--- src/rtl/core/narp_pkg.sv ---
`timescale 1ns / 1ps
`default_nettype none

package narp_pkg;

  // Default sizes handed to the top level.
  localparam int DEF_MAX_NOTES   = 16;
  localparam int DEF_PITCH_WIDTH = 16;

  // Fixed field widths.
  localparam int MODE_W = 3;
  localparam int RAND_W = 16;
  localparam int PAT_W  = 2;

  // Input event codes.
  localparam logic [MODE_W-1:0] MODE_NOTE_ON    = 3'd0;
  localparam logic [MODE_W-1:0] MODE_NOTE_OFF   = 3'd1;
  localparam logic [MODE_W-1:0] MODE_ALL_OFF    = 3'd2;
  localparam logic [MODE_W-1:0] MODE_STEP_BEGIN = 3'd3;
  localparam logic [MODE_W-1:0] MODE_STEP_END   = 3'd4;

  // Step order codes.
  localparam logic [PAT_W-1:0] PAT_UP     = 2'd0;
  localparam logic [PAT_W-1:0] PAT_DOWN   = 2'd1;
  localparam logic [PAT_W-1:0] PAT_RANDOM = 2'd2;
  localparam logic [PAT_W-1:0] PAT_HOLD   = 2'd3;

  // Output event codes.
  localparam logic ACT_ON  = 1'b0;
  localparam logic ACT_OFF = 1'b1;

  // Datapath micro-operations issued by the controller, one per cycle.
  typedef enum logic [4:0] {
    OP_NONE,
    OP_LOAD,
    OP_READ_IDX,
    OP_INC_READ,
    OP_INC,
    OP_SET_J_COUNT,
    OP_READ_JM1,
    OP_WRITE_J_DEC,
    OP_INSERT,
    OP_SET_J_IDX,
    OP_READ_JP1,
    OP_WRITE_J_INC,
    OP_REMOVE,
    OP_STOP,
    OP_CLR_COUNT,
    OP_EMIT_TABLE,
    OP_MUL,
    OP_MOD_SUB,
    OP_STEP_POS,
    OP_READ_POS,
    OP_LOAD_CUR,
    OP_EMIT_ON,
    OP_EMIT_OFF
  } dp_op_t;

  // Datapath status seen by the controller.
  typedef struct packed {
    logic [MODE_W-1:0] mode;
    logic              playing;
    logic              sounding;
    logic              has_notes;
    logic              full;
    logic              idx_end;
    logic              idx_last;
    logic              rd_lt;
    logic              rd_eq;
    logic              j_at_idx;
    logic              j_last;
    logic              cur_ge_n;
    logic              pat_hold;
    logic              out_free;
  } dp_status_t;

endpackage

`default_nettype wire

--- src/rtl/core/narp_ram.sv ---
`timescale 1ns / 1ps
`default_nettype none

module narp_ram #(
  parameter int WIDTH = 16,
  parameter int DEPTH = 16
) (
  input  wire logic                     clk,
  input  wire logic                     wr_en,
  input  wire logic [$clog2(DEPTH)-1:0] wr_addr,
  input  wire logic [WIDTH-1:0]         wr_data,
  input  wire logic                     rd_en,
  input  wire logic [$clog2(DEPTH)-1:0] rd_addr,
  output logic      [WIDTH-1:0]         rd_data
);

  logic [WIDTH-1:0] mem_r [DEPTH];

  // One write port and one registered read port.
  always_ff @(posedge clk) begin
    if (wr_en) begin
      mem_r[wr_addr] <= wr_data;
    end
    if (rd_en) begin
      rd_data <= mem_r[rd_addr];
    end
  end

endmodule

`default_nettype wire

--- src/rtl/core/narp_dp.sv ---
`timescale 1ns / 1ps
`default_nettype none

module narp_dp #(
  parameter int MAX_NOTES   = 16,
  parameter int PITCH_WIDTH = 16
) (
  input  wire logic                           clk,
  input  wire logic                           rst_n,
  input  wire narp_pkg::dp_op_t               op,
  output narp_pkg::dp_status_t                status,
  input  wire logic [narp_pkg::MODE_W-1:0]    in_mode,
  input  wire logic signed [PITCH_WIDTH-1:0]  in_pitch,
  input  wire logic [narp_pkg::RAND_W-1:0]    in_random_value,
  input  wire logic                           cfg_wr_en,
  input  wire logic [narp_pkg::PAT_W-1:0]     cfg_wr_data,
  output logic                                out_valid,
  input  wire logic                           out_stall,
  output logic                                out_action,
  output logic signed [PITCH_WIDTH-1:0]       out_note_pitch,
  output logic                                out_last
);

  import narp_pkg::*;

  localparam int IDX_W  = $clog2(MAX_NOTES);
  localparam int CNT_W  = $clog2(MAX_NOTES + 1);
  localparam int PROD_W = RAND_W + CNT_W;
  localparam logic [CNT_W-1:0] MAX_CNT = CNT_W'(MAX_NOTES);

  // Captured input event.
  logic [MODE_W-1:0]             mode_r;
  logic signed [PITCH_WIDTH-1:0] pitch_r;
  logic [RAND_W-1:0]             rand_r;

  // Player state.
  logic [PAT_W-1:0]              pattern_r;
  logic [CNT_W-1:0]              count_r;
  logic [IDX_W-1:0]              pos_r;
  logic                          pos_valid_r;
  logic                          playing_r;
  logic                          sounding_r;
  logic signed [PITCH_WIDTH-1:0] cur_pitch_r;

  // Scan and shift pointers, step arithmetic.
  logic [CNT_W-1:0]              idx_r;
  logic [IDX_W-1:0]              j_r;
  logic [IDX_W-1:0]              cur_r;
  logic [PROD_W-1:0]             prod_r;

  // Output register.
  logic                          out_valid_r;
  logic                          out_action_r;
  logic signed [PITCH_WIDTH-1:0] out_pitch_r;
  logic                          out_last_r;

  // Table memory ports.
  logic                          ram_wr_en;
  logic [IDX_W-1:0]              ram_wr_addr;
  logic [PITCH_WIDTH-1:0]        ram_wr_data;
  logic                          ram_rd_en;
  logic [IDX_W-1:0]              ram_rd_addr;
  logic [PITCH_WIDTH-1:0]        ram_rd_data;

  logic [CNT_W-1:0]              idx_inc;
  logic [IDX_W-1:0]              last_pos;
  logic                          cur_wrap;
  logic [IDX_W-1:0]              pos_nxt;
  logic                          out_free;
  logic                          emit;

  assign idx_inc  = idx_r + CNT_W'(1);
  assign last_pos = IDX_W'(count_r - CNT_W'(1));
  assign cur_wrap = (CNT_W'(cur_r) + CNT_W'(1)) == count_r;
  assign out_free = !out_valid_r || !out_stall;
  assign emit     = (op == OP_EMIT_TABLE) || (op == OP_EMIT_ON) || (op == OP_EMIT_OFF);

  narp_ram #(
    .WIDTH (PITCH_WIDTH),
    .DEPTH (MAX_NOTES)
  ) u_table (
    .clk     (clk),
    .wr_en   (ram_wr_en),
    .wr_addr (ram_wr_addr),
    .wr_data (ram_wr_data),
    .rd_en   (ram_rd_en),
    .rd_addr (ram_rd_addr),
    .rd_data (ram_rd_data)
  );

  // Table address and data selection for the current operation.
  always_comb begin
    ram_wr_en   = 1'b0;
    ram_wr_addr = j_r;
    ram_wr_data = ram_rd_data;
    ram_rd_en   = 1'b0;
    ram_rd_addr = idx_r[IDX_W-1:0];
    case (op)
      OP_READ_IDX: begin
        ram_rd_en = 1'b1;
      end
      OP_INC_READ: begin
        ram_rd_en   = 1'b1;
        ram_rd_addr = idx_inc[IDX_W-1:0];
      end
      OP_READ_JM1: begin
        ram_rd_en   = 1'b1;
        ram_rd_addr = j_r - IDX_W'(1);
      end
      OP_READ_JP1: begin
        ram_rd_en   = 1'b1;
        ram_rd_addr = j_r + IDX_W'(1);
      end
      OP_READ_POS: begin
        ram_rd_en   = 1'b1;
        ram_rd_addr = pos_r;
      end
      OP_WRITE_J_DEC, OP_WRITE_J_INC: begin
        ram_wr_en = 1'b1;
      end
      OP_INSERT: begin
        ram_wr_en   = 1'b1;
        ram_wr_addr = idx_r[IDX_W-1:0];
        ram_wr_data = pitch_r;
      end
      default: begin
      end
    endcase
  end

  // Next position from the reduced current position and the step order.
  always_comb begin
    case (pattern_r)
      PAT_UP: begin
        pos_nxt = (pos_valid_r && !cur_wrap) ? cur_r + IDX_W'(1) : '0;
      end
      PAT_DOWN: begin
        pos_nxt = (pos_valid_r && cur_r != '0) ? cur_r - IDX_W'(1) : last_pos;
      end
      PAT_RANDOM: begin
        pos_nxt = prod_r[RAND_W +: IDX_W];
      end
      default: begin
        pos_nxt = pos_r;
      end
    endcase
  end

  // Control and player state.
  always_ff @(posedge clk) begin
    if (!rst_n) begin
      pattern_r   <= PAT_UP;
      count_r     <= '0;
      pos_r       <= '0;
      pos_valid_r <= 1'b0;
      playing_r   <= 1'b0;
      sounding_r  <= 1'b0;
      cur_pitch_r <= '0;
      idx_r       <= '0;
      out_valid_r <= 1'b0;
    end else begin
      if (cfg_wr_en) begin
        pattern_r <= cfg_wr_data;
      end
      // The output register empties on a transfer and refills on an emit.
      if (emit) begin
        out_valid_r <= 1'b1;
      end else if (!out_stall) begin
        out_valid_r <= 1'b0;
      end
      case (op)
        OP_LOAD: begin
          idx_r <= '0;
        end
        OP_INC_READ, OP_INC: begin
          idx_r <= idx_inc;
        end
        OP_INSERT: begin
          count_r   <= count_r + CNT_W'(1);
          playing_r <= 1'b1;
        end
        OP_REMOVE: begin
          count_r <= count_r - CNT_W'(1);
          if (count_r == CNT_W'(1) && playing_r) begin
            playing_r   <= 1'b0;
            pos_r       <= '0;
            pos_valid_r <= 1'b0;
          end
        end
        OP_STOP: begin
          playing_r   <= 1'b0;
          pos_r       <= '0;
          pos_valid_r <= 1'b0;
        end
        OP_CLR_COUNT: begin
          count_r <= '0;
        end
        OP_EMIT_TABLE: begin
          idx_r <= idx_inc;
        end
        OP_STEP_POS: begin
          pos_r       <= pos_nxt;
          pos_valid_r <= 1'b1;
        end
        OP_LOAD_CUR: begin
          cur_pitch_r <= ram_rd_data;
        end
        OP_EMIT_ON: begin
          sounding_r <= 1'b1;
        end
        OP_EMIT_OFF: begin
          sounding_r <= 1'b0;
        end
        default: begin
        end
      endcase
    end
  end

  // Payload registers.
  always_ff @(posedge clk) begin
    case (op)
      OP_LOAD: begin
        mode_r  <= in_mode;
        pitch_r <= in_pitch;
        rand_r  <= in_random_value;
      end
      OP_SET_J_COUNT: begin
        j_r <= count_r[IDX_W-1:0];
      end
      OP_SET_J_IDX: begin
        j_r <= idx_r[IDX_W-1:0];
      end
      OP_WRITE_J_DEC: begin
        j_r <= j_r - IDX_W'(1);
      end
      OP_WRITE_J_INC: begin
        j_r <= j_r + IDX_W'(1);
      end
      OP_MUL: begin
        prod_r <= PROD_W'(rand_r) * PROD_W'(count_r);
        cur_r  <= pos_r;
      end
      OP_MOD_SUB: begin
        cur_r <= IDX_W'(CNT_W'(cur_r) - count_r);
      end
      OP_EMIT_TABLE: begin
        out_action_r <= ACT_OFF;
        out_pitch_r  <= ram_rd_data;
        out_last_r   <= idx_inc == count_r;
      end
      OP_EMIT_ON: begin
        out_action_r <= ACT_ON;
        out_pitch_r  <= cur_pitch_r;
        out_last_r   <= 1'b1;
      end
      OP_EMIT_OFF: begin
        out_action_r <= ACT_OFF;
        out_pitch_r  <= cur_pitch_r;
        out_last_r   <= 1'b1;
      end
      default: begin
      end
    endcase
  end

  // Status toward the controller.
  always_comb begin
    status.mode      = mode_r;
    status.playing   = playing_r;
    status.sounding  = sounding_r;
    status.has_notes = count_r != '0;
    status.full      = count_r >= MAX_CNT;
    status.idx_end   = idx_r >= count_r;
    status.idx_last  = idx_inc == count_r;
    status.rd_lt     = $signed(ram_rd_data) < pitch_r;
    status.rd_eq     = $signed(ram_rd_data) == pitch_r;
    status.j_at_idx  = CNT_W'(j_r) == idx_r;
    status.j_last    = (CNT_W'(j_r) + CNT_W'(1)) == count_r;
    status.cur_ge_n  = CNT_W'(cur_r) >= count_r;
    status.pat_hold  = pattern_r == PAT_HOLD;
    status.out_free  = out_free;
  end

  assign out_valid      = out_valid_r;
  assign out_action     = out_action_r;
  assign out_note_pitch = out_pitch_r;
  assign out_last       = out_last_r;

  // The held count never exceeds the table size.
  a_count_bound: assert property (@(posedge clk) disable iff (!rst_n)
    count_r <= MAX_CNT)
    else $error("held count exceeds table size");

  // Play runs only while the table holds pitches.
  a_play_needs_notes: assert property (@(posedge clk) disable iff (!rst_n)
    playing_r |-> count_r != '0)
    else $error("playing with an empty table");

  // A valid position exists only during play.
  a_pos_needs_play: assert property (@(posedge clk) disable iff (!rst_n)
    pos_valid_r |-> playing_r)
    else $error("position valid while stopped");

  // An emit never overwrites a result that is still stalled.
  a_emit_free: assert property (@(posedge clk) disable iff (!rst_n)
    (op == OP_EMIT_TABLE || op == OP_EMIT_ON || op == OP_EMIT_OFF)
      |-> !(out_valid_r && out_stall))
    else $error("emit into a stalled output register");

endmodule

`default_nettype wire

--- src/rtl/core/narp_ctrl.sv ---
`timescale 1ns / 1ps
`default_nettype none

module narp_ctrl (
  input  wire logic                 clk,
  input  wire logic                 rst_n,
  input  wire logic                 in_valid,
  output logic                      in_stall,
  input  wire narp_pkg::dp_status_t status,
  output narp_pkg::dp_op_t          op
);

  import narp_pkg::*;

  typedef enum logic [4:0] {
    S_IDLE,
    S_DISP,
    S_ON_RD,
    S_ON_CMP,
    S_ON_INS,
    S_ON_SH_RD,
    S_ON_SH_WR,
    S_OFF_RD,
    S_OFF_CMP,
    S_OFF_SH_RD,
    S_OFF_SH_WR,
    S_ALL_RD,
    S_ALL_EMIT,
    S_STEP_MOD,
    S_STEP_RD,
    S_STEP_WT,
    S_EMIT_ON,
    S_EMIT_OFF
  } state_t;

  state_t state_r;
  state_t state_nxt;

  // Items are taken only between events.
  assign in_stall = state_r != S_IDLE;

  // Sequencing of the table scan, shift and emit steps.
  always_comb begin
    state_nxt = state_r;
    op        = OP_NONE;
    case (state_r)
      S_IDLE: begin
        if (in_valid) begin
          op        = OP_LOAD;
          state_nxt = S_DISP;
        end
      end
      S_DISP: begin
        case (status.mode)
          MODE_NOTE_ON: begin
            state_nxt = S_ON_RD;
          end
          MODE_NOTE_OFF: begin
            state_nxt = S_OFF_RD;
          end
          MODE_ALL_OFF: begin
            op        = OP_STOP;
            state_nxt = S_ALL_RD;
          end
          MODE_STEP_BEGIN: begin
            if (status.playing && status.has_notes) begin
              if (status.pat_hold) begin
                state_nxt = S_EMIT_ON;
              end else begin
                op        = OP_MUL;
                state_nxt = S_STEP_MOD;
              end
            end else begin
              state_nxt = S_IDLE;
            end
          end
          MODE_STEP_END: begin
            state_nxt = status.sounding ? S_EMIT_OFF : S_IDLE;
          end
          default: begin
            state_nxt = S_IDLE;
          end
        endcase
      end
      // Note-on: find the first entry not below the pitch.
      S_ON_RD: begin
        if (status.idx_end) begin
          state_nxt = S_ON_INS;
        end else begin
          op        = OP_READ_IDX;
          state_nxt = S_ON_CMP;
        end
      end
      S_ON_CMP: begin
        if (status.rd_eq) begin
          state_nxt = S_IDLE;
        end else if (status.rd_lt) begin
          if (status.idx_last) begin
            op        = OP_INC;
            state_nxt = S_ON_INS;
          end else begin
            op = OP_INC_READ;
          end
        end else begin
          state_nxt = S_ON_INS;
        end
      end
      S_ON_INS: begin
        if (status.full) begin
          state_nxt = S_IDLE;
        end else begin
          op        = OP_SET_J_COUNT;
          state_nxt = S_ON_SH_RD;
        end
      end
      // Open a gap by moving entries up from the top down.
      S_ON_SH_RD: begin
        if (status.j_at_idx) begin
          op        = OP_INSERT;
          state_nxt = S_IDLE;
        end else begin
          op        = OP_READ_JM1;
          state_nxt = S_ON_SH_WR;
        end
      end
      S_ON_SH_WR: begin
        op        = OP_WRITE_J_DEC;
        state_nxt = S_ON_SH_RD;
      end
      // Note-off: find the matching entry.
      S_OFF_RD: begin
        if (status.idx_end) begin
          state_nxt = S_IDLE;
        end else begin
          op        = OP_READ_IDX;
          state_nxt = S_OFF_CMP;
        end
      end
      S_OFF_CMP: begin
        if (status.rd_eq) begin
          op        = OP_SET_J_IDX;
          state_nxt = S_OFF_SH_RD;
        end else if (status.idx_last) begin
          state_nxt = S_IDLE;
        end else begin
          op = OP_INC_READ;
        end
      end
      // Close the gap by moving entries down.
      S_OFF_SH_RD: begin
        if (status.j_last) begin
          op        = OP_REMOVE;
          state_nxt = S_IDLE;
        end else begin
          op        = OP_READ_JP1;
          state_nxt = S_OFF_SH_WR;
        end
      end
      S_OFF_SH_WR: begin
        op        = OP_WRITE_J_INC;
        state_nxt = S_OFF_SH_RD;
      end
      // All-off: release every held pitch in order, then clear.
      S_ALL_RD: begin
        if (status.idx_end) begin
          op        = OP_CLR_COUNT;
          state_nxt = S_IDLE;
        end else begin
          op        = OP_READ_IDX;
          state_nxt = S_ALL_EMIT;
        end
      end
      S_ALL_EMIT: begin
        if (status.out_free) begin
          op        = OP_EMIT_TABLE;
          state_nxt = S_ALL_RD;
        end
      end
      // Step-begin: reduce the position below the count, then move.
      S_STEP_MOD: begin
        if (status.cur_ge_n) begin
          op = OP_MOD_SUB;
        end else begin
          op        = OP_STEP_POS;
          state_nxt = S_STEP_RD;
        end
      end
      S_STEP_RD: begin
        op        = OP_READ_POS;
        state_nxt = S_STEP_WT;
      end
      S_STEP_WT: begin
        op        = OP_LOAD_CUR;
        state_nxt = S_EMIT_ON;
      end
      S_EMIT_ON: begin
        if (status.out_free) begin
          op        = OP_EMIT_ON;
          state_nxt = S_IDLE;
        end
      end
      S_EMIT_OFF: begin
        if (status.out_free) begin
          op        = OP_EMIT_OFF;
          state_nxt = S_IDLE;
        end
      end
      default: begin
        state_nxt = S_IDLE;
      end
    endcase
  end

  // State register.
  always_ff @(posedge clk) begin
    if (!rst_n) begin
      state_r <= S_IDLE;
    end else begin
      state_r <= state_nxt;
    end
  end

  // Every accepted item is decoded in the following cycle.
  a_accept_dispatch: assert property (@(posedge clk) disable iff (!rst_n)
    (in_valid && !in_stall) |=> state_r == S_DISP)
    else $error("accepted item not dispatched");

endmodule

`default_nettype wire

--- src/rtl/core/note_arpeggiator.sv ---
`timescale 1ns / 1ps
`default_nettype none

// Arpeggiator over a sorted, duplicate-free table of held pitches kept in a
// single-port-read RAM. One event is processed at a time; in_stall is low only
// between events. The table is walked one RAM access at a time: note-on scans
// for the first entry not below the pitch, then moves the entries above it up
// and inserts; note-off scans for its pitch and, if found, moves the entries
// above it down; all-off reads and releases each held pitch in order; outside
// hold order, step-begin reduces the stored position below the count by
// subtraction, then moves it and reads the pitch; step-end releases the sounding
// pitch. An output stall holds the events that emit. Results leave through one
// output register, so a finished result can wait on out_stall while the block
// takes the next event. The user must write the step order register through
// cfg_wr_en and cfg_wr_data only while no event is in progress; the block
// itself does not enforce it.
module note_arpeggiator #(
  parameter int MAX_NOTES   = narp_pkg::DEF_MAX_NOTES,
  parameter int PITCH_WIDTH = narp_pkg::DEF_PITCH_WIDTH
) (
  input  wire logic                          clk,
  input  wire logic                          rst_n,
  input  wire logic                          in_valid,
  output logic                               in_stall,
  input  wire logic [narp_pkg::MODE_W-1:0]   in_mode,
  input  wire logic signed [PITCH_WIDTH-1:0] in_pitch,
  input  wire logic [narp_pkg::RAND_W-1:0]   in_random_value,
  output logic                               out_valid,
  input  wire logic                          out_stall,
  output logic                               out_action,
  output logic signed [PITCH_WIDTH-1:0]      out_note_pitch,
  output logic                               out_last,
  input  wire logic                          cfg_wr_en,
  input  wire logic [narp_pkg::PAT_W-1:0]    cfg_wr_data
);

  import narp_pkg::*;

  dp_op_t     op;
  dp_status_t status;

  // Sequencer.
  narp_ctrl u_ctrl (
    .clk      (clk),
    .rst_n    (rst_n),
    .in_valid (in_valid),
    .in_stall (in_stall),
    .status   (status),
    .op       (op)
  );

  // Table, player state and output register.
  narp_dp #(
    .MAX_NOTES   (MAX_NOTES),
    .PITCH_WIDTH (PITCH_WIDTH)
  ) u_dp (
    .clk             (clk),
    .rst_n           (rst_n),
    .op              (op),
    .status          (status),
    .in_mode         (in_mode),
    .in_pitch        (in_pitch),
    .in_random_value (in_random_value),
    .cfg_wr_en       (cfg_wr_en),
    .cfg_wr_data     (cfg_wr_data),
    .out_valid       (out_valid),
    .out_stall       (out_stall),
    .out_action      (out_action),
    .out_note_pitch  (out_note_pitch),
    .out_last        (out_last)
  );

endmodule

`default_nettype wire

--- config.mk ---
export PLATFORM = sky130hd
export DESIGN_NAME = note_arpeggiator
export DESIGN_NICKNAME = d
export VERILOG_FILES = /design/src/rtl/core/narp_pkg.sv /design/src/rtl/core/narp_ram.sv /design/src/rtl/core/narp_dp.sv /design/src/rtl/core/narp_ctrl.sv /design/src/rtl/core/note_arpeggiator.sv
export SDC_FILE = /design/constraint.sdc
export NUM_CORES = 1
export LEC_CHECK = 0
export BUFFER_PORTS_ARGS = -buffer_cell sky130_fd_sc_hd__buf_2
export CAP_MARGIN = 20
export CORE_MARGIN = 2
export CORE_UTILIZATION = 36
export CTS_CLUSTER_DIAMETER = 30
export CTS_CLUSTER_SIZE = 8
export DETAILED_ROUTE_END_ITERATION = 7
export GPL_TIMING_DRIVEN = 0
export PLACE_DENSITY = 0.5
export SYNTH_ARGS = -nofsm -noshare
export SYNTH_HDL_FRONTEND = slang
export SYNTH_SLANG_ARGS = --single-unit
--- constraint.sdc ---
create_clock -name clk -period 5.2 [get_ports clk]
set_input_delay 0.78 -clock clk [delete_from_list [all_inputs] [get_ports clk]]
set_output_delay 0.78 -clock clk [all_outputs]
set_load 0.05 [all_outputs]
== Yosys cells after proc, flatten, opt, wreduce, memory -nomap -nowiden ==
Memory sizes are Yosys's and may differ from the RTL's. A register that Yosys moved wholly into a read port is not among the register bits.
Cells that the tools add are included.

* Register bits: 122
* Bits in writable memories: 256
* Input bits: 42
* Output and inout bits: 20
* Memories kept: 1

* Add/subtract/negate cells: 10
* $mul: 1
* Order comparisons: 4
* Eq/ne operators: 61
* Mux-type cells: 63
* Reduce and logical (&&, ||, !) cells: 36

{| class="wikitable"
|+ Memories
! name !! words !! bits a word !! read ports !! clocked after memory_dff !! write ports !! line !! text
|-
| u_dp.u_table.mem_r || 16 || 16 || 1 || 1 || 1 || narp_ram.sv:17 || <nowiki>logic [WIDTH-1:0] mem_r [DEPTH];</nowiki>
|}

{| class="wikitable"
|+ Operators by type and width
! cell !! number
|-
| one-hot mux 5 bit (17 select lines) || 2
|-
| 2-to-1 mux 5 bit || 19
|-
| == test 5 x 4 -> 1 bit (second input constant) || 16
|-
| == test 5 bit (second input constant) || 9
|-
| == test 5 x 3 -> 1 bit (second input constant) || 8
|-
| 2-to-1 mux 4 bit || 10
|-
| one-hot mux 16 bit (2 select lines) || 1
|-
| one-hot mux 4 bit (4 select lines) || 2
|-
| one-hot mux 5 bit (5 select lines) || 1
|-
| one-hot mux 4 bit (3 select lines) || 2
|-
| == test 5 x 2 -> 1 bit (second input constant) || 4
|-
| multiplier 16 x 5 -> 20 bit || 1
|-
| one-hot mux 5 bit (2 select lines) || 2
|-
| == test 16 bit || 1
|-
| less-than comparator 16 bit || 1
|-
| 2-to-1 mux 16 bit || 1
|-
| == test 5 x 1 -> 1 bit (second input constant) || 3
|-
| == test 5 bit || 3
|-
| 2-to-1 mux 3 bit || 5
|-
| one-hot mux 5 bit (3 select lines) || 1
|-
| adder 4 x 1 -> 5 bit (second input constant) || 2
|-
| adder 5 x 1 -> 5 bit (second input constant) || 2
|-
| nonzero test 2 bit || 5
|-
| nonzero test 5 bit || 2
|-
| other kinds (36) || 72
|}

== Longest topological paths before layout ==
Gate-level depths: netlist (run 1).

* Word-level depth: 11
* Gate-level depth with buffers: 20
* Mapped depth without buffers: 18

== Hierarchy ==
From an unflattened synthesis (run 1), not the netlist that was laid out.

* Cells, all modules: 1457
* Area, all modules: 19188.4 um^2

{| class="wikitable"
|+ By module, submodules not included
! module !! times used !! cells an instance !! area an instance (um^2) !! sequential area each (um^2)
|-
| narp_ram || 1 || 432 || 10202.3 || 8167.8
|-
| narp_dp || 1 || 886 || 8037.7 || 2672.6
|-
| narp_ctrl || 1 || 139 || 948.4 || 100.1
|}

== Worst setup path before layout (run 1) ==
No wires, ideal clock.

* Path kind: reg-to-reg
* Start point: register u_dp.count_r[4]
* End point: register u_dp.prod_r[19] (data pin)
* Setup time: 0.266 ns
* Arrival time: 4.868 ns
* Path slack: 0.066 ns
* Stages on the path, launching flop included: 21
* Buffers on the path: 3
* Period minus slack after synthesis: 5.134 ns
* Cells stage by stage: dfxtp_1 > clkbuf_1 > clkbuf_1 > clkbuf_1 > nand2_1 > fa_1 > inv_1 > fa_1 > fa_1 > ha_1 > a21o_1 > a21o_1 > a21o_1 > a21o_1 > a21o_1 > a21oi_1 > o31ai_1 > a21oi_1 > nor2b_1 > o41ai_1 > xnor2_1

* Longest elaborated chain between the ends: 1

{| class="wikitable"
|+ RTL lines
! what !! line !! text
|-
| start: declaration || narp_dp.sv:38 || <nowiki>logic [CNT_W-1:0] count_r;</nowiki>
|-
| start signal: assignment || narp_dp.sv:179 || <nowiki>count_r <= count_r + CNT_W'(1);</nowiki>
|-
| start signal: assignment || narp_dp.sv:183 || <nowiki>count_r <= count_r - CNT_W'(1);</nowiki>
|-
| multiplier 16 x 5 -> 20 bit || narp_dp.sv:241 || <nowiki>prod_r <= PROD_W'(rand_r) * PROD_W'(count_r);</nowiki>
|-
| end signal: assignment || narp_dp.sv:241 ||
|-
| end: declaration || narp_dp.sv:49 || <nowiki>logic [PROD_W-1:0] prod_r;</nowiki>
|}

No other way between the ends.
A chain may end at the register's enable or synchronous reset.

== Worst setup path in the final report (run 1) ==
* Start point: register u_dp.j_r[0]
* End point: register u_dp.u_table.rd_data[12] (read register of u_dp.u_table.mem_r) (data pin)

* Longest elaborated chain between the ends: 7

{| class="wikitable"
|+ RTL lines
! what !! line !! text
|-
| start: declaration || narp_dp.sv:47 || <nowiki>logic [IDX_W-1:0] j_r;</nowiki>
|-
| start signal: assignment || narp_dp.sv:229 || <nowiki>j_r <= count_r[IDX_W-1:0];</nowiki>
|-
| start signal: assignment || narp_dp.sv:232 || <nowiki>j_r <= idx_r[IDX_W-1:0];</nowiki>
|-
| start signal: assignment || narp_dp.sv:235 || <nowiki>j_r <= j_r - IDX_W'(1);</nowiki>
|-
| adder 4 x 1 -> 5 bit || narp_dp.sv:279 || <nowiki>status.j_last = (CNT_W'(j_r) + CNT_W'(1)) == count_r;</nowiki>
|-
| == test 5 bit || narp_dp.sv:279 ||
|-
| 2-to-1 mux 3 bit || narp_ctrl.sv:151 || <nowiki>if (status.j_last) begin</nowiki>
|-
| one-hot mux 5 bit (17 select lines) || narp_ctrl.sv:46 || <nowiki>case (state_r)</nowiki>
|-
| == test 5 x 2 -> 1 bit, or another cell as far along || narp_dp.sv:98 || <nowiki>case (op)</nowiki>
|-
| OR reduction 5 bit (no source line) || - ||
|-
| 2-to-1 mux 1 bit || narp_dp.sv:98 ||
|-
| end: declaration || narp_ram.sv:14 || <nowiki>output logic [WIDTH-1:0] rd_data</nowiki>
|}

Parallel ways exist; a longest one is shown, timed or not.

==> impl_metrics.yaml, run 1 <==
synthesis:
  yosysMostFrequentCell: "edfxtp_1"
  synth_edf_count: 337
  synth_top_cell_by_area: "edfxtp_1"
  yosys.area.top_type_share_pct: 54.5
  synth_common_cells: "edfxtp_1, nand2_1, inv_1"
  yosysUniqueCellTypes: 82
  syn_nets: 1517
  synth_seq_area_share_pct: 58.9
  ys_async_sr_fraction_pct: 0
  ys.flop_type: "edfxtp_1"
  syn_avg_cell_area_um2: 13.5
  yosys_register_bits: 378
  syn_inst: 1371
  yosys_warnings: 0
  synth_area_leaders: "edfxtp_1, mux4_2, dfxtp_1"
  synth_area_um2: 18600
floorplanning:
  die_h_um: 231
  start_util_pct: 36.3
  core_um2: 51100
  die-area_um2: 53400
  ios: 62
  die_x_um: 231
  rows: 83
placed_design:
  place_congestion: 0.885
  port_buffers: 61
  place_hpwl_um: 34800
  placed_cells: 2158
  pre_cts_ws_ps: -1060
  dpl-instance-area_um2: 20300
global_routing:
  first_global_vias: 12550
  grt_usage_pct: 18.7
  antenna_found_initial: 0
  grt_pass1_wl_um: 75500
  grt_max_degree: 37
  grt_overflow: 0
final_layout:
  nNetsFinal: 1722
  fin_cells: 2327
  syn_to_final_growth_pct: 26.1
  n_antenna_cell: 0
  fin_util_pct: 45.8
  layout.cell_area.non_filler_um2: 23400
  n_fill_cell: 4643
  drive_above_1_share_pct: 24.4
routing:
  post_drt_wl_per_cell_um: 21.0
  num_vias: 12117
  drt_iter0_markers: 818
  drc: 0
  firstDrtPassIters: 5
  wirelength_um: 48800
  vias_per_cell: 5.21
  ant_nets: 0
sta:
  drv_slew: 0
  grt_setup_unrepaired: "no"
  fin_tns_setup_ps: 0
  setup_viol: 0
  max_slew_margin_pct: 35.4
  max_freq_mhz: 200
  hold_slack_ps: 343
  hold_viol_final: 0
  post-route-period-util_pct: 96.4
  period_needed_ps: 5010
  worstMarginPinSlew_ps: 958
  fin_ws_ps: 190
  fin_skew_ps: 35.9
power:
  ir_drop_mv: 0.262
  power.total_mw: 11.9
  power.leakage_nw: 8.98
  powerDensity_nw_per_um2: 510
clock_tree:
  clock_path_buffers: 3
  insertion_delay_ps: 620
  cts_hold_buf: 0
  htreeDepth: 3
  root_buffer: "clkbuf_16"
  clkSlewWorstSetupHoldPaths_ps: 50
  cts_buffers: 88
  cts_num_sinks: 378
  cts_tree: "done"
worst_setup_path:
  worstSetupStartpointType: "register"
  worstPathCellList: "clkbuf_4, inv_1, ha_1, xnor2_1, o211ai_1, a211o_1, a21boi_0, nand4_1, or2_4, a41oi_4, mux2i_4, buf_4, buf_6, mux4_2, a22o_1, a221o_1"
  cpMaxStageDelayCell: "mux4_2"
  worstPathRequired_ps: 5540
  crit_buf_inv: 4
  critPathMaxStageDelay_ps: 540
  worstSetupPathType: "register to register"
  critPathCaptureType: "register"
  critical_path.top_delay_family: "compound AO/OA/AOI/OAI gates"
  crit_fanout: 10
  crit_arrival_ps: 5350
hold_path:
  hold_class: "input port to register"
job:
  drv_cap: 0
run_status:
  status: "complete, no violations"
[power by group]
group | switching [mW] | total (mW) | internal, mW | leakage [nW]
sequential | 0.167 | 4.07 | 3.91 | 3.39
combinational | 1.61 | 2.56 | 0.946 | 4.20
clock | 1.77 | 5.30 | 3.54 | 1.40
total | 3.54 | 11.9 | 8.39 | 8.98
[layout make-up]
type | instances | area, µm² | area share (%)
Sequential cell | 378 | 10900 | 46.7
Multi-Input combinational cell | 854 | 7180 | 30.6
Clock buffer | 104 | 2320 | 9.93
Timing Repair Buffer | 119 | 878 | 3.75
Tap cell | 680 | 851 | 3.63
Clock inverter | 57 | 592 | 2.53
Buffer | 62 | 377 | 1.61
Inverter | 73 | 274 | 1.17
[cell families after synthesis]
group           synth area share [%]
xor+xnor                        1.75
mux                             8.38
flops                           58.9
simple gates                    10.7
fa+ha+maj                       8.67
buf+inv                         3.29
compound gates                  8.23
[final timing paths]
| path | startpoint | end | slack (ps) | cells past startpoint |
|---|---|---|---|---|
| setup / recovery | u_dp.j_r[0]$_DFFE_PP_ | u_dp.u_table.rd_data[12]$_DFFE_PP_ | 190 | 16 |
| hold / removal | in_pitch[12] | u_dp.pitch_r[12]$_DFFE_PN_ | 340 | 1 |
| hold reg to reg | u_dp.cur_pitch_r[2]$_SDFFE_PN0N_ | u_dp.cur_pitch_r[2]$_SDFFE_PN0N_ | 450 | 2 |
| setup reg to reg | u_dp.j_r[0]$_DFFE_PP_ | u_dp.u_table.rd_data[12]$_DFFE_PP_ | 190 | 16 |
[registers in the layout (all words and copies together) (netlist names), 3 cells and up]
name                  cells
u_dp.mode_r               3
u_dp.pos_r                4
u_dp.idx_r                5
u_dp.pitch_r             16
u_dp.rand_r              16
u_dp.u_table.rd_data     16
u_dp.cur_pitch_r         16
u_dp.cur_r                4
u_ctrl.state_r            5
u_dp.j_r                  4
u_dp.u_table.mem_r      256
u_dp.count_r              5
u_dp.out_note_pitch      16
u_dp.prod_r               4
[timing repair]
item,in CTS,in global routing
pin swaps,2,3
resized for setup,31,10
gates cloned,0,0
setup endpoints to repair,177,59
setup buffers,6,4
[routing by layer]
layer,GRT usage (%),up-vias,wire length (µm)
li1,-,5586,-
met1,25.9,6117,22200
met2,29.2,345,22700
met3,3.99,69,2930
met4,6.57,0,1070
met5,0,-,0
[cell usage in the layout, fill, tap and decap left out, drive strengths merged, types with 62 or more instances in the layout]
master,Yosys,final
nand2,203,203
mux4,64,64
nor2,62,62
inv,72,72
buf,27,143
edfxtp,337,337
clkbuf,39,142
ha,63,63
a21oi,64,64
No activity file was read; power rests on OpenSTA's default activity.
==> inputs of run 2 (changes only) <==
--- a/config.mk
+++ b/config.mk
@@ -14,6 +14,7 @@
 export DETAILED_ROUTE_END_ITERATION = 7
 export GPL_TIMING_DRIVEN = 0
 export PLACE_DENSITY = 0.5
+export RECOVER_POWER = 25
 export SYNTH_ARGS = -nofsm -noshare
 export SYNTH_HDL_FRONTEND = slang
 export SYNTH_SLANG_ARGS = --single-unit
==> impl_metrics.yaml, run 2 (same netlist as run 1, synthesis figures left out) <==
global_routing:
  grt_overflow: 0
  grt_max_degree: 37
  first_global_vias: 12550
  grt_usage_pct: 18.7
  antenna_found_initial: 0
  grt_pass1_wl_um: 75500
clock_tree:
  root_buffer: "clkbuf_16"
  insertion_delay_ps: 620
  cts_hold_buf: 0
  htreeDepth: 3
  cts_num_sinks: 378
  clock_path_buffers: 3
  clkSlewWorstSetupHoldPaths_ps: 50
  cts_tree: "done"
  cts_buffers: 88
final_layout:
  n_fill_cell: 4655
  regMostFlops: "u_dp.u_table.mem_r"
  final_cell_mix: "edfxtp_1, nand2_1, clkbuf_16, inv_1, clkbuf_1"
  layout_commonest_cell: "edfxtp_1"
  drive_above_1_share_pct: 22.8
  layout.cell_area.non_filler_um2: 23400
  largest_reg_flops: 256
  fin_util_pct: 45.7
  nNetsFinal: 1722
  n_antenna_cell: 0
  syn_to_final_growth_pct: 25.9
routing:
  post_drt_wl_per_cell_um: 21.0
  drc: 0
  firstDrtPassIters: 5
  ant_nets: 0
  vias_per_cell: 5.20
  wirelength_um: 48900
  num_vias: 12092
  drt_iter0_markers: 771
power:
  seqPwrFrac_pct: 34.2
  powerDensity_nw_per_um2: 510
  switching_share_pct: 29.7
  clkPwrFrac_pct: 44.5
  ir_drop_mv: 0.261
  internal_power_mw: 8.37
  power.leakage_nw: 8.90
  comb_power_share_pct: 21.3
  p_sw_mw: 3.54
sta:
  post-route-period-util_pct: 96.5
  worstMarginPinSlew_ps: 954
  max_slew_margin_pct: 35.7
  max_freq_mhz: 199
  hold_viol_final: 0
  grt_setup_unrepaired: "no"
  hold_slack_ps: 342
  drv_slew: 0
  fin_skew_ps: 36.6
  setup_viol: 0
  period_needed_ps: 5020
worst_setup_path:
  worst-r2r-setup-slack_ps: 180
  r2r_end: "u_dp.u_table.rd_data[11]$_DFFE_PP_"
  worstSetupStartpointType: "register"
  crit_arrival_ps: 5350
  worstSetupPathType: "register to register"
  crit_fanout: 10
  reg2reg_from: "u_dp.j_r[0]$_DFFE_PP_"
  rr_worst_depth: 16
  critPathCaptureType: "register"
  worstPathRequired_ps: 5530
floorplanning:
  die_x_um: 231
  die_h_um: 231
  start_util_pct: 36.3
  die-area_um2: 53400
  ios: 62
  core_um2: 51100
  rows: 83
job:
  drv_cap: 0
placed_design:
  port_buffers: 61
  place_congestion: 0.885
  place_hpwl_um: 34800
  dpl-instance-area_um2: 20300
hold_path:
  holdPathStages: 1
  whs_endpoint: "u_dp.pitch_r[12]$_DFFE_PN_"
  hp-start: "in_pitch[12]"
  hold_class: "input port to register"
run_status:
  status: "complete, no violations"
[run 2: cell types whose count changed in the layout (fill, tap and decap cells not counted), sizes merged]
cell and delta:
buf -28, clkbuf +28
[run 2: how the worst max path moves through the flow]
stage | startpoint | end | cells after the start
floorplan | u_dp.count_r[4]$_SDFFE_PN0P_ | u_dp.prod_r[19]$_DFFE_PN_ | 20
global placement | u_dp.count_r[1]$_SDFFE_PN0P_ | u_dp.u_table.mem_r[0][10]$_DFFE_PP_ | 13
detailed placement | u_dp.count_r[4]$_SDFFE_PN0P_ | u_dp.prod_r[19]$_DFFE_PN_ | 20
CTS | u_dp.u_table.rd_data[10]$_DFFE_PP_ | u_dp.u_table.mem_r[7][4]$_DFFE_PP_ | 14
global route | u_dp.count_r[1]$_SDFFE_PN0P_ | u_dp.u_table.rd_data[11]$_DFFE_PP_ | 16
finish | u_dp.j_r[0]$_DFFE_PP_ | u_dp.u_table.rd_data[11]$_DFFE_PP_ | 16
[run 2: critical path: stages, from the launching register on]
cell,delay [ps]
edfxtp_1,400
clkbuf_4,260
inv_1,120
ha_1,410
xnor2_1,190
o211ai_1,120
a211o_1,330
a21boi_0,250
nand4_1,170
or2_4,290
a41oi_4,360
mux2i_4,320
buf_4,180
buf_6,200
mux4_2,530
a22o_1,240
a221o_1,330
[run 2: power groups by stage]
stage          Sequential, mW  Combinational, mW  Clock (mW)
2_1_floorplan            4.07               1.60           0
3_3_place_gp             4.16               2.33           0
3_5_place_dp             4.13               2.49           0
4_1_cts                  4.08               2.54        5.39
5_1_grt                  4.10               2.77        5.56
6_report                 4.08               2.53        5.30
[run 2: area by class of cell]
class / count / area, µm² / area share [%]
flip-flops and latches: 378 / 10900 / 46.8
multi-input cells: 854 / 7180 / 30.7
clock buffers: 104 / 2320 / 9.95
well taps: 680 / 851 / 3.64
repair buffers: 119 / 831 / 3.56
clock inverters: 57 / 592 / 2.53
plain buffers: 62 / 375 / 1.61
inverters: 73 / 274 / 1.17
[run 2: through the flow]
stage / instances / setup slack, ps / TNS [ps] / total power, mW
5_1_grt: 2327 / 8.23 / 0 / 12.4
3_5_place_dp: 2158 / -1060 / -45610 / 6.62
4_1_cts: 2324 / 8.43 / 0 / 12.0
3_3_place_gp: 2112 / -3090 / -515950 / 6.49
2_1_floorplan: 1371 / 66.2 / 0 / 5.68
6_report: 2327 / 183 / 0 / 11.9
[run 2: what timing repair did]
item | CTS | global route
resized for setup | 31 | 10
gates cloned | 0 | 0
endpoints found under the setup margin | 177 | 59
buffers inserted | 6 | 4
pin swaps | 2 | 3
[run 2: per-layer routing]
layer	vias to the layer above	global-route usage (%)	wire length [µm]	part of all wire [%]
met5	-	0	0	0
met4	0	6.57	988	2.0
met3	63	3.99	2860	5.8
met2	334	29.2	22700	46
met1	6109	25.9	22400	46
li1	5586	-	-	-
==> inputs of run 3 (changes only) <==
--- a/config.mk
+++ b/config.mk
@@ -5,6 +5,7 @@
 export SDC_FILE = /design/constraint.sdc
 export NUM_CORES = 1
 export LEC_CHECK = 0
+export ABC_CLOCK_PERIOD_IN_PS = 4900
 export BUFFER_PORTS_ARGS = -buffer_cell sky130_fd_sc_hd__buf_2
 export CAP_MARGIN = 20
 export CORE_MARGIN = 2
@@ -13,7 +14,7 @@
 export CTS_CLUSTER_SIZE = 8
 export DETAILED_ROUTE_END_ITERATION = 7
 export GPL_TIMING_DRIVEN = 0
-export PLACE_DENSITY = 0.5
+export PLACE_DENSITY = 0.55
 export RECOVER_POWER = 25
 export SYNTH_ARGS = -nofsm -noshare
 export SYNTH_HDL_FRONTEND = slang
==> constraint.sdc (replaced) <==
create_clock -name clk -period 4.9 [get_ports clk]
set_input_delay 0.735 -clock clk [delete_from_list [all_inputs] [get_ports clk]]
set_output_delay 0.735 -clock clk [all_outputs]
set_load 0.05 [all_outputs]
==> impl_metrics.yaml, run 3 (same netlist as run 1, synthesis figures left out) <==
run_status:
  status: "complete, no violations"
worst_setup_path:
  critPathCaptureType: "register"
  crit_start: "u_dp.u_table.rd_data[10]$_DFFE_PP_"
  crit_fanout: 10
  worstSetupPathType: "register to register"
  rr_worst_depth: 15
  worst-r2r-setup-slack_ps: 150
  r2r_end: "u_dp.u_table.rd_data[6]$_DFFE_PP_"
  crit_arrival_ps: 5080
  worstSetupStartpointType: "register"
  cp-endpoint: "u_dp.u_table.rd_data[6]$_DFFE_PP_"
  worstPathRequired_ps: 5230
  reg2reg_from: "u_dp.u_table.rd_data[10]$_DFFE_PP_"
power:
  ir_drop_mv: 0.268
  power.leakage_nw: 8.87
  power.total_mw: 12.4
  powerDensity_nw_per_um2: 529
sta:
  drv_slew: 0
  fin_tns_setup_ps: 0
  post-route-period-util_pct: 97.0
  setup_viol: 0
  hold_viol_final: 0
  period_needed_ps: 4750
  grt_setup_unrepaired: "no"
  fin_skew_ps: 28.9
  max_freq_mhz: 210
  max_slew_margin_pct: 23.5
  worstMarginPinSlew_ps: 1120
  hold_slack_ps: 312
final_layout:
  n_fill_cell: 4586
  regMostFlops: "u_dp.u_table.mem_r"
  fin_util_pct: 45.7
  drive_above_1_share_pct: 22.9
  n_antenna_cell: 0
  final_cell_mix: "edfxtp_1, nand2_1, clkbuf_16, inv_1, clkbuf_1"
  nNetsFinal: 1725
  layout_commonest_cell: "edfxtp_1"
  syn_to_final_growth_pct: 25.7
  largest_reg_flops: 256
routing:
  ant_nets: 0
  drc: 0
  wirelength_um: 47400
  num_vias: 12187
  top_layer_used: "met4"
  drt-met1-wl_um: 20800
  vias_per_cell: 5.25
  met3_length_um: 2760
  firstDrtPassIters: 5
  wl_met2_um: 22700
  drt_iter0_markers: 971
  post_drt_wl_per_cell_um: 20.4
floorplanning:
  core_um2: 51100
  start_util_pct: 36.3
  rows: 83
  ios: 62
  die_h_um: 231
  die_x_um: 231
  die-area_um2: 53400
global_routing:
  first_global_vias: 12462
  grt_pass1_wl_um: 73800
  grt_max_degree: 37
  grt_overflow: 0
  grt_usage_pct: 18.1
  antenna_found_initial: 0
clock_tree:
  cts_num_sinks: 378
  htreeDepth: 3
  cts_buffers: 81
  cts_hold_buf: 0
  cts_tree: "done"
  clkSlewWorstSetupHoldPaths_ps: 40
  root_buffer: "clkbuf_16"
  clock_path_buffers: 3
  insertion_delay_ps: 610
placed_design:
  place_congestion: 0.918
  place_hpwl_um: 33600
  port_buffers: 61
job:
  drv_cap: 0
hold_path:
  hold_class: "input port to register"
[run 3: cell count changes in the layout (fill, tap and decap cells not counted), sizes merged]
cell	change
inv	+2
clkinvlp	-5
bufinv	+2
buf	+12
clkbuf	-6
clkinv	-11
[run 3: report_power, final]
group	switching, mW	total (mW)	internal, mW
Combinational	1.73	2.74	1.01
Sequential	0.175	4.32	4.15
Clock	1.74	5.29	3.55
Total	3.65	12.4	8.71
[run 3: metrics by stage]
stage                     instances  area, µm²  setup WS, ps
final                          2321      23300           148
after global routing           2321      23300          8.27
after CTS                      2312      23200         -16.6
after detailed placement       2151      20200         -1140
after global placement         2112      19700         -2770
after floorplan                1371      18600         -39.8
[run 3: final cells by class]
type | instances | area [µm²] | share of cell area, %
clock buffers | 100 | 2130 | 9.12
plain buffers | 62 | 399 | 1.71
inverters | 73 | 274 | 1.17
clock inverters | 45 | 557 | 2.39
flip-flops and latches | 378 | 10900 | 46.9
multi-input cells | 854 | 7300 | 31.3
repair buffers | 129 | 878 | 3.76
well taps | 680 | 851 | 3.65
[run 3: worst max-delay path, cell delays in order, from the launching register on]
cell and delay (ps):
edfxtp_1 440, ha_1 360, and4_1 220, and4b_2 310, and2_1 180, buf_2 170, or3_1 400, nor3_2 160
o31ai_2 150, a41oi_4 280, mux2i_4 310, buf_12 170, buf_8 180, mux4_2 520, a22o_1 300, a221o_1 320
[run 3: worst min-delay path by stage]
stage                                           startpoint                               end  slack, ps  cells after the start
after floorplan           u_dp.cur_pitch_r[0]$_SDFFE_PN0N_  u_dp.cur_pitch_r[0]$_SDFFE_PN0N_        440                      2
after global placement    u_dp.cur_pitch_r[0]$_SDFFE_PN0N_  u_dp.cur_pitch_r[0]$_SDFFE_PN0N_        440                      2
after detailed placement  u_dp.cur_pitch_r[0]$_SDFFE_PN0N_  u_dp.cur_pitch_r[0]$_SDFFE_PN0N_        450                      2
after CTS                                     in_pitch[10]        u_dp.pitch_r[10]$_DFFE_PN_        280                      1
after global routing                          in_pitch[10]        u_dp.pitch_r[10]$_DFFE_PN_        290                      1
final                                         in_pitch[10]        u_dp.pitch_r[10]$_DFFE_PN_        310                      1
[run 3: routing by layer]
| metal | global-route usage (%) | up-vias |
|---|---|---|
| met2 | 29.1 | 378 |
| li1 | - | 5580 |
| met5 | 0 | - |
| met4 | 7.02 | 0 |
| met3 | 3.35 | 82 |
| met1 | 24.4 | 6147 |
[run 3: what timing repair did]
item / 4_1_cts / 5_1_grt
endpoints found under the setup margin: 260 / 149
buffers inserted: 19 / 8
pin swaps: 13 / 8
gates resized for setup: 42 / 29
